### src/rtl/core/isbn_pkg.sv
// ----------------------------------------------------------------------------
// isbn_pkg: shared types and constants for the ISBN check-digit validator
// Transaction payloads, the classified item carried between front and back,
// and the length codes of the verdict.
// ----------------------------------------------------------------------------
package isbn_pkg;

    // Input transaction payload
    typedef struct packed {
        logic [7:0] ch;
        logic       has_char;
        logic       end_of_string;
    } isbn_in_t;

    // Result transaction payload
    typedef struct packed {
        logic       valid_res;
        logic [1:0] length_kind;
    } isbn_out_t;

    // Character after classification by the front end
    typedef struct packed {
        logic [3:0] digit_val;   // 0 when not a digit
        logic       is_digit;
        logic       is_x;
        logic       has_char;
        logic       end_of_string;
    } isbn_item_t;

    // Verdict length codes
    localparam logic [1:0] LEN_OTHER    = 2'd0;
    localparam logic [1:0] LEN_TEN      = 2'd1;
    localparam logic [1:0] LEN_THIRTEEN = 2'd2;

    // Character positions and limits
    localparam logic [3:0] POS_TENTH     = 4'd9;
    localparam logic [3:0] COUNT_TEN     = 4'd10;
    localparam logic [3:0] COUNT_THIRTEEN = 4'd13;
    localparam logic [3:0] COUNT_SAT     = 4'd14;

    // ASCII codes
    localparam logic [7:0] ASCII_ZERO  = 8'h30;
    localparam logic [7:0] ASCII_NINE  = 8'h39;
    localparam logic [7:0] ASCII_UPPER_X = 8'h58;

endpackage

### src/rtl/core/isbn_front.sv
// ----------------------------------------------------------------------------
// isbn_front: input classifier
// Accepts input transactions and classifies each character as digit, 'X'
// or other before it enters the queue.
// ----------------------------------------------------------------------------
module isbn_front import isbn_pkg::*; (
    input  logic       aclk,
    input  logic       aresetn,
    input  logic       s_valid,
    output logic       s_ready,
    input  isbn_in_t   s_data,
    input  logic       q_full,
    output logic       q_push,
    output isbn_item_t q_item
);

    logic accept_reg;
    logic accept_next;

    // Take a transaction whenever the queue has room
    assign s_ready = ~q_full;
    assign q_push  = s_valid & ~q_full;

    // Character classification
    always_comb begin
        q_item.is_digit      = (s_data.ch >= ASCII_ZERO) && (s_data.ch <= ASCII_NINE);
        q_item.digit_val     = q_item.is_digit ? 4'(s_data.ch - ASCII_ZERO) : 4'd0;
        q_item.is_x          = (s_data.ch == ASCII_UPPER_X);
        q_item.has_char      = s_data.has_char;
        q_item.end_of_string = s_data.end_of_string;
    end

    // Transaction seen last cycle
    assign accept_next = q_push;

    always_ff @(posedge aclk) begin
        if (!aresetn) begin
            accept_reg <= 1'b0;
        end else begin
            accept_reg <= accept_next;
        end
    end

    // The queue is not full when reset is released, as reset leaves it empty
    a_no_full_after_reset: assert property (@(posedge aclk)
        $rose(aresetn) |-> !q_full)
        else $error("queue full straight after reset");

    // A push only happens with valid input and room in the queue
    a_push_has_room: assert property (@(posedge aclk) disable iff (!aresetn)
        accept_reg |-> $past(s_valid) && !$past(q_full))
        else $error("push without room");

    // Classification is exclusive
    a_digit_not_x: assert property (@(posedge aclk) disable iff (!aresetn)
        q_push |-> !(q_item.is_digit && q_item.is_x))
        else $error("character both digit and X");

endmodule

### src/rtl/core/isbn_queue.sv
// ----------------------------------------------------------------------------
// isbn_queue: two-entry queue between front and back
// Lets the classifier and the accumulator stall independently.
// ----------------------------------------------------------------------------
module isbn_queue import isbn_pkg::*; (
    input  logic       aclk,
    input  logic       aresetn,
    input  logic       push,
    input  isbn_item_t push_item,
    output logic       full,
    input  logic       pop,
    output logic       not_empty,
    output isbn_item_t pop_item
);

    isbn_item_t mem [2];
    logic       wr_ptr_reg;
    logic       wr_ptr_next;
    logic       rd_ptr_reg;
    logic       rd_ptr_next;
    logic [1:0] count_reg;
    logic [1:0] count_next;

    assign full      = (count_reg == 2'd2);
    assign not_empty = (count_reg != 2'd0);
    assign pop_item  = mem[rd_ptr_reg];

    // Pointer and occupancy update
    always_comb begin
        wr_ptr_next = push ? ~wr_ptr_reg : wr_ptr_reg;
        rd_ptr_next = pop ? ~rd_ptr_reg : rd_ptr_reg;
        count_next  = count_reg;
        if (push && !pop) begin
            count_next = count_reg + 2'd1;
        end else if (pop && !push) begin
            count_next = count_reg - 2'd1;
        end
    end

    always_ff @(posedge aclk) begin
        if (!aresetn) begin
            wr_ptr_reg <= 1'b0;
            rd_ptr_reg <= 1'b0;
            count_reg  <= 2'd0;
        end else begin
            wr_ptr_reg <= wr_ptr_next;
            rd_ptr_reg <= rd_ptr_next;
            count_reg  <= count_next;
        end
    end

    // Storage
    always_ff @(posedge aclk) begin
        if (push) begin
            mem[wr_ptr_reg] <= push_item;
        end
    end

    a_count_range: assert property (@(posedge aclk) disable iff (!aresetn)
        count_reg != 2'd3)
        else $error("queue count out of range");

    a_no_underflow: assert property (@(posedge aclk) disable iff (!aresetn)
        pop |-> not_empty)
        else $error("pop from empty queue");

    a_no_overflow: assert property (@(posedge aclk) disable iff (!aresetn)
        push |-> !full)
        else $error("push into full queue");

endmodule

### src/rtl/core/isbn_back.sv
// ----------------------------------------------------------------------------
// isbn_back: checksum accumulator and verdict register
// Updates the running ISBN-10 and ISBN-13 sums per character and registers
// the verdict on the end marker.
// ----------------------------------------------------------------------------
module isbn_back import isbn_pkg::*; (
    input  logic       aclk,
    input  logic       aresetn,
    input  logic       q_not_empty,
    input  isbn_item_t q_item,
    output logic       q_pop,
    output logic       m_valid,
    input  logic       m_ready,
    output isbn_out_t  m_data
);

    logic [3:0] char_count_reg,  char_count_next;
    logic [3:0] sum11_reg,       sum11_next;
    logic [3:0] sum10_reg,       sum10_next;
    logic       nine_ok_reg,     nine_ok_next;
    logic       tenth_ok_reg,    tenth_ok_next;
    logic       tail_ok_reg,     tail_ok_next;
    logic       m_valid_reg,     m_valid_next;
    isbn_out_t  m_data_reg,      m_data_next;

    logic       out_room;
    logic       take;
    logic [3:0] pos;
    logic [7:0] p11;
    logic [15:0] q11_full;
    logic [3:0] q11;
    logic [7:0] r11;
    logic [4:0] s11;
    logic [4:0] t10;
    logic [5:0] s10;

    assign out_room = ~m_valid_reg | m_ready;
    // Items without an end marker never need the output register
    assign q_pop    = q_not_empty & (~q_item.end_of_string | out_room);
    assign pos      = char_count_reg;
    assign take     = q_pop & q_item.has_char & (pos < COUNT_SAT);

    // Weighted ISBN-10 term, reduced modulo 11 by reciprocal multiply
    always_comb begin
        if (pos < POS_TENTH) begin
            p11 = {4'd0, q_item.digit_val} * {4'd0, 4'd10 - pos};
        end else if (pos == POS_TENTH) begin
            p11 = q_item.is_digit ? {4'd0, q_item.digit_val} :
                  (q_item.is_x ? 8'd10 : 8'd0);
        end else begin
            p11 = 8'd0;
        end
        q11_full = {8'd0, p11} * 16'd187;
        q11      = {1'b0, q11_full[13:11]} | {q11_full[14], 3'd0};
        r11      = p11 - {4'd0, q11} * 8'd11;
        s11      = {1'b0, sum11_reg} + r11[4:0];
        if (s11 >= 5'd11) begin
            s11 = s11 - 5'd11;
        end
    end

    // Weighted ISBN-13 term, reduced modulo 10
    always_comb begin
        t10 = pos[0] ? {1'b0, q_item.digit_val} * 5'd3 : {1'b0, q_item.digit_val};
        s10 = {2'd0, sum10_reg} + {1'b0, t10};
        if (s10 >= 6'd30) begin
            s10 = s10 - 6'd30;
        end else if (s10 >= 6'd20) begin
            s10 = s10 - 6'd20;
        end else if (s10 >= 6'd10) begin
            s10 = s10 - 6'd10;
        end
    end

    // State update and verdict
    always_comb begin
        char_count_next = char_count_reg;
        sum11_next      = sum11_reg;
        sum10_next      = sum10_reg;
        nine_ok_next    = nine_ok_reg;
        tenth_ok_next   = tenth_ok_reg;
        tail_ok_next    = tail_ok_reg;
        m_valid_next    = m_valid_reg & ~m_ready;
        m_data_next     = m_data_reg;

        if (take) begin
            char_count_next = pos + 4'd1;
            sum11_next      = s11[3:0];
            sum10_next      = s10[3:0];
            if (pos < POS_TENTH) begin
                if (!q_item.is_digit) begin
                    nine_ok_next = 1'b0;
                end
            end else begin
                if (!q_item.is_digit) begin
                    tail_ok_next = 1'b0;
                end
                if ((pos == POS_TENTH) && !q_item.is_digit && !q_item.is_x) begin
                    tenth_ok_next = 1'b0;
                end
            end
        end

        if (q_pop && q_item.end_of_string) begin
            m_valid_next = 1'b1;
            if (char_count_next == COUNT_TEN) begin
                m_data_next.length_kind = LEN_TEN;
                m_data_next.valid_res   = nine_ok_next & tenth_ok_next &
                                          (sum11_next == 4'd0);
            end else if (char_count_next == COUNT_THIRTEEN) begin
                m_data_next.length_kind = LEN_THIRTEEN;
                m_data_next.valid_res   = nine_ok_next & tail_ok_next &
                                          (sum10_next == 4'd0);
            end else begin
                m_data_next.length_kind = LEN_OTHER;
                m_data_next.valid_res   = 1'b0;
            end
            // Ready for the next string
            char_count_next = 4'd0;
            sum11_next      = 4'd0;
            sum10_next      = 4'd0;
            nine_ok_next    = 1'b1;
            tenth_ok_next   = 1'b1;
            tail_ok_next    = 1'b1;
        end
    end

    always_ff @(posedge aclk) begin
        if (!aresetn) begin
            char_count_reg <= 4'd0;
            sum11_reg      <= 4'd0;
            sum10_reg      <= 4'd0;
            nine_ok_reg    <= 1'b1;
            tenth_ok_reg   <= 1'b1;
            tail_ok_reg    <= 1'b1;
            m_valid_reg    <= 1'b0;
        end else begin
            char_count_reg <= char_count_next;
            sum11_reg      <= sum11_next;
            sum10_reg      <= sum10_next;
            nine_ok_reg    <= nine_ok_next;
            tenth_ok_reg   <= tenth_ok_next;
            tail_ok_reg    <= tail_ok_next;
            m_valid_reg    <= m_valid_next;
        end
    end

    // Verdict payload
    always_ff @(posedge aclk) begin
        m_data_reg <= m_data_next;
    end

    assign m_valid = m_valid_reg;
    assign m_data  = m_data_reg;

    a_count_sat: assert property (@(posedge aclk) disable iff (!aresetn)
        char_count_reg <= COUNT_SAT)
        else $error("character count past saturation");

    a_sums_reduced: assert property (@(posedge aclk) disable iff (!aresetn)
        (sum11_reg <= 4'd10) && (sum10_reg <= 4'd9))
        else $error("running sum not reduced");

    a_clear_after_end: assert property (@(posedge aclk) disable iff (!aresetn)
        (q_pop && q_item.end_of_string) |=> (char_count_reg == 4'd0) && m_valid_reg)
        else $error("state not cleared after end marker");

    a_no_overwrite: assert property (@(posedge aclk) disable iff (!aresetn)
        (q_pop && q_item.end_of_string) |-> out_room)
        else $error("pending verdict overwritten");

endmodule

### src/rtl/core/isbn_check_digit_validator_unit.sv
// ----------------------------------------------------------------------------
// isbn_check_digit_validator_unit: ISBN-10 / ISBN-13 check-digit validator
// Streams ISBN characters in and gives one verdict per string.
// ----------------------------------------------------------------------------
// Usage:
//   s_ channel: one transaction per character (ch with has_char = 1); the
//   last transaction of a string carries end_of_string = 1, with or without
//   a character. An empty string is a lone end marker with has_char = 0.
//   m_ channel: one verdict transaction per end marker: valid_res and
//   length_kind (0 other, 1 ten, 2 thirteen characters).
//   Throughput: one transaction per cycle while verdicts are taken; the
//   accumulator updates its modulo-11 and modulo-10 sums combinationally.
//   Verdict path: the end marker is queued at acceptance and popped into
//   the verdict register once it heads the queue and that register has
//   room; the verdict is presented from the register.
//   Receiver stall: a pending verdict holds; characters keep flowing until
//   the next end marker reaches the accumulator, after which the queue
//   fills and s_ready drops.
//   Reset: synchronous on aresetn low; the queue empties, sums clear and
//   any pending verdict is dropped.
// ----------------------------------------------------------------------------
module isbn_check_digit_validator_unit import isbn_pkg::*; (
    input  logic      aclk,
    input  logic      aresetn,
    input  logic      s_valid,
    output logic      s_ready,
    input  isbn_in_t  s_data,
    output logic      m_valid,
    input  logic      m_ready,
    output isbn_out_t m_data
);

    logic       q_full;
    logic       q_push;
    logic       q_pop;
    logic       q_not_empty;
    isbn_item_t push_item;
    isbn_item_t pop_item;

    // Classifier
    isbn_front u_front (
        .aclk    (aclk),
        .aresetn (aresetn),
        .s_valid (s_valid),
        .s_ready (s_ready),
        .s_data  (s_data),
        .q_full  (q_full),
        .q_push  (q_push),
        .q_item  (push_item)
    );

    // Decoupling queue
    isbn_queue u_queue (
        .aclk      (aclk),
        .aresetn   (aresetn),
        .push      (q_push),
        .push_item (push_item),
        .full      (q_full),
        .pop       (q_pop),
        .not_empty (q_not_empty),
        .pop_item  (pop_item)
    );

    // Accumulator and verdict
    isbn_back u_back (
        .aclk        (aclk),
        .aresetn     (aresetn),
        .q_not_empty (q_not_empty),
        .q_item      (pop_item),
        .q_pop       (q_pop),
        .m_valid     (m_valid),
        .m_ready     (m_ready),
        .m_data      (m_data)
    );

endmodule

### config.mk
export PLATFORM = sky130hd
export DESIGN_NAME = isbn_check_digit_validator_unit
export DESIGN_NICKNAME = d
export VERILOG_FILES = /design/src/rtl/core/isbn_pkg.sv /design/src/rtl/core/isbn_front.sv /design/src/rtl/core/isbn_queue.sv /design/src/rtl/core/isbn_back.sv /design/src/rtl/core/isbn_check_digit_validator_unit.sv
export SDC_FILE = /design/constraint.sdc
export NUM_CORES = 1
export LEC_CHECK = 0
export ABC_AREA = 0
export BUFFER_PORTS_ARGS = -buffer_cell sky130_fd_sc_hd__buf_2
export CORE_MARGIN = 2
export CORE_UTILIZATION = 64
export CTS_CLUSTER_SIZE = 12
export DETAILED_ROUTE_END_ITERATION = 7
export PLACE_DENSITY = 0.9
export SYNTH_ARGS = -nofsm -noshare
export SYNTH_HDL_FRONTEND = slang
export SYNTH_SLANG_ARGS = --single-unit
### constraint.sdc
create_clock -name aclk -period 11.55 [get_ports aclk]
set_clock_uncertainty 0.2 [all_clocks]
set_input_delay 1.155 -clock aclk [delete_from_list [all_inputs] [get_ports aclk]]
set_output_delay 1.155 -clock aclk [all_outputs]
set_load 0.1 [all_outputs]
==> results.sh <==
export IMPL_path_buf_inv=10
export IMPL_worstMarginPinSlew_ns=1.101
export IMPL_fin_nets=634
export IMPL_period_needed_ns=11.10
export IMPL_synth_common_cells="ha_1 (80), inv_1 (78), fa_1 (31)"
export IMPL_reg2reg_to="u_back.m_data[2]$_DFFE_PP_"
export IMPL_path_max_fanout=10
export IMPL_worstSkewPairLatency_ns=0.30
export IMPL_ant_nets=0
export IMPL_postSynth_asyncResetShare=0
export IMPL_die_area_um2=7872
export IMPL_cp_num_cells=40
export IMPL_cts_buffer_depth=2
export IMPL_r2r_start="u_back.char_count_reg[0]$_SDFF_PP0_"
export IMPL_cts_htree_levels=2
export IMPL_setup_viol=0
export IMPL_yosys_warnings=0
export IMPL_drcViolationCount=0
export IMPL_finalHoldViolations=0
export IMPL_yosysMostFrequentCell="ha_1"
export IMPL_synth_top_area_frac=0.2179
export IMPL_die_y_um=88.73
export IMPL_cts_root_buf="clkbuf_8"
export IMPL_area_growth_syn_to_layout_pct=7.380
export IMPL_port_buffers=18
export IMPL_drv_slew=0
export IMPL_finalCritPeriodShare=0.9606
export IMPL_clkSlewWorstSetupHoldPaths_ns=0.08
export IMPL_cp_top_family="adder cells"
export IMPL_num_vias=3535
export IMPL_syn_area_um2=4594
export IMPL_place_congestion=0.8851
export IMPL_grt_use_total=0.2589
export IMPL_die_w_um=88.73
export IMPL_rsz0062_at_grt="no"
export IMPL_wl_per_cell_um=15.89
export IMPL_fillerInstances=502
export IMPL_endpoint="u_back.m_data[2]$_DFFE_PP_"
export IMPL_start_util=0.6689
export IMPL_end_kind="flip-flop"
export IMPL_path_common_cell="fa_1"
export IMPL_final_layout_size_suffix_gt1_frac=0.09216
export IMPL_critPathKind="flip-flop to flip-flop"
export IMPL_r2r_slack_ns=0.45
export IMPL_dr_pass1_iters=5
export IMPL_cts_tree="built"
export IMPL_largest_register_ffs=16
export IMPL_max_cap_violations=0
export IMPL_syn_inst=486
export IMPL_top_register="u_queue.mem"
export IMPL_cpMaxStageDelayCell="dfxtp_1"
export IMPL_final_setup_tns_ns=0
export IMPL_status="finished clean"
export IMPL_overflow=0
export IMPL_core_region_area_um2=6869
export IMPL_diodes=0
export IMPL_drt_vias_per_instance=5.833
export IMPL_grt_pass1_vias=3543
export IMPL_synth_ff_type="dfxtp_1"
export IMPL_start_kind="flip-flop"
export IMPL_row_count=30
export IMPL_hold_path_class="flip-flop to flip-flop"
export IMPL_avgSynthCellArea_um2=9.454
export IMPL_hpwl_um=7784
export IMPL_first_iter_violations=215
export IMPL_numClockSinks=40
export IMPL_syn_nets=611
export IMPL_antenna_found_initial=0
export IMPL_io_pins=19
export IMPL_fmax_ghz=0.09013
export IMPL_synth_seq_area_share=0.2157
export IMPL_worstRegToRegCells=40
export IMPL_synthTopCellsByArea="ha_1 (22%), fa_1 (14%), edfxtp_1 (12%), dfxtp_1 (9.2%), inv_1 (6.4%)"
export IMPL_ys_seq_elements=40
export IMPL_synth_top_area_cell="ha_1"
export IMPL_cts_buffers=5
export IMPL_startpoint="u_back.char_count_reg[0]$_SDFF_PP0_"
export IMPL_wl_um=9629
export IMPL_critPathMaxStageDelay_ns=0.56
export IMPL_worstPathRequired_ns=11.39
export IMPL_grt_pass1_wl_um=15850
export IMPL_grt_max_degree=17
export IMPL_yosysUniqueCellTypes=61
export IMPL_crit_arrival_ns=10.94
export IMPL_worst_slew_margin_rel=0.2661
export IMPL_synth_edf_count=19
export IMPL_cts_hold_buf=0
-- through the flow --
stage / utilization / std cells / worst slack (ns) / hold WS (ns) / cell area [um2]
finish: 0.7182 / 606 / 0.4547 / 0.3109 / 4933
floorplan: - / 486 / 1.296 / 0.2303 / 4594
global placement: 0.6984 / 596 / 0.8341 / 0.2536 / 4797
global route: 0.7182 / 606 / 0.07912 / 0.3208 / 4933
detailed placement: 0.6984 / 596 / 0.3629 / 0.2607 / 4797
CTS: 0.7146 / 604 / 0.3579 / 0.2863 / 4908
-- cell type report --
| type | count | area (um2) | share of cell area |
|---|---|---|---|
| clock inverters | 3 | 42.54 | 0.008623 |
| inverters | 79 | 296.5 | 0.06011 |
| clock buffers | 5 | 68.82 | 0.01395 |
| multi-input cells | 360 | 3286 | 0.6660 |
| repair buffers | 23 | 127.6 | 0.02587 |
| well taps | 96 | 120.1 | 0.02435 |
| flip-flops and latches | 40 | 992.2 | 0.2011 |
-- tightest hold or removal path, stage by stage (launching register included) --
cell,delay [ns]
dfxtp_1,0.33
o21ai_0,0.08
nand2_1,0.06
-- timing repair --
item / CTS / global route
setup buffers: 0 / 2
gates resized for setup: 0 / 3
setup endpoints to repair: 0 / 5
-- cell usage in the layout, fill, tap and decap left out, types with 8 or more instances in the layout --
cell type | synthesis | routed
inv_1 | 78 | 78
nor2_1 | 28 | 28
a21o_1 | 12 | 12
a21oi_1 | 27 | 27
buf_2 | 2 | 18
ha_1 | 80 | 80
and2_1 | 14 | 14
o21ai_0 | 13 | 13
edfxtp_1 | 19 | 19
fa_1 | 31 | 31
nand2b_1 | 8 | 8
mux2i_1 | 10 | 9
xor2_1 | 13 | 13
dfxtp_1 | 21 | 20
xnor2_1 | 22 | 22
nand2_1 | 25 | 25
-- how the worst min path moves through the flow --
stage                     slack (ns)  cells after the start                           start                              to
after floorplan                 0.23                      2  u_back.tenth_ok_reg$_SDFF_PP1_  u_back.tenth_ok_reg$_SDFF_PP1_
after global routing            0.32                      2   u_back.tail_ok_reg$_SDFF_PP1_   u_back.tail_ok_reg$_SDFF_PP1_
after CTS                       0.29                      2  u_back.tenth_ok_reg$_SDFF_PP1_  u_back.tenth_ok_reg$_SDFF_PP1_
after detailed placement        0.26                      2  u_back.tenth_ok_reg$_SDFF_PP1_  u_back.tenth_ok_reg$_SDFF_PP1_
after global placement          0.25                      2   u_back.tail_ok_reg$_SDFF_PP1_   u_back.tail_ok_reg$_SDFF_PP1_
final                           0.31                      2   u_back.tail_ok_reg$_SDFF_PP1_   u_back.tail_ok_reg$_SDFF_PP1_
-- cells by family after synthesis --
group	share of synthesized area
AOI/OAI and AO/OA	0.1304
buffers and inverters	0.07244
xor gates and xnor gates	0.07189
DFF	0.2157
muxes	0.02478
adders and majority gates	0.3529
and+or+nand+nor	0.1318
-- per-layer routing --
metal | routed length [um] | vias up | GRT usage
li1 | - | 1699 | -
met2 | 4977 | 92 | 0.4756
met5 | 0 | - | 0
met1 | 4107 | 1724 | 0.3223
met4 | 177 | 0 | 0.05647
met3 | 366 | 20 | 0.03545
Power is not shown: default switching activity piles up to over one toggle a cycle in this logic, so the estimate is an artifact.
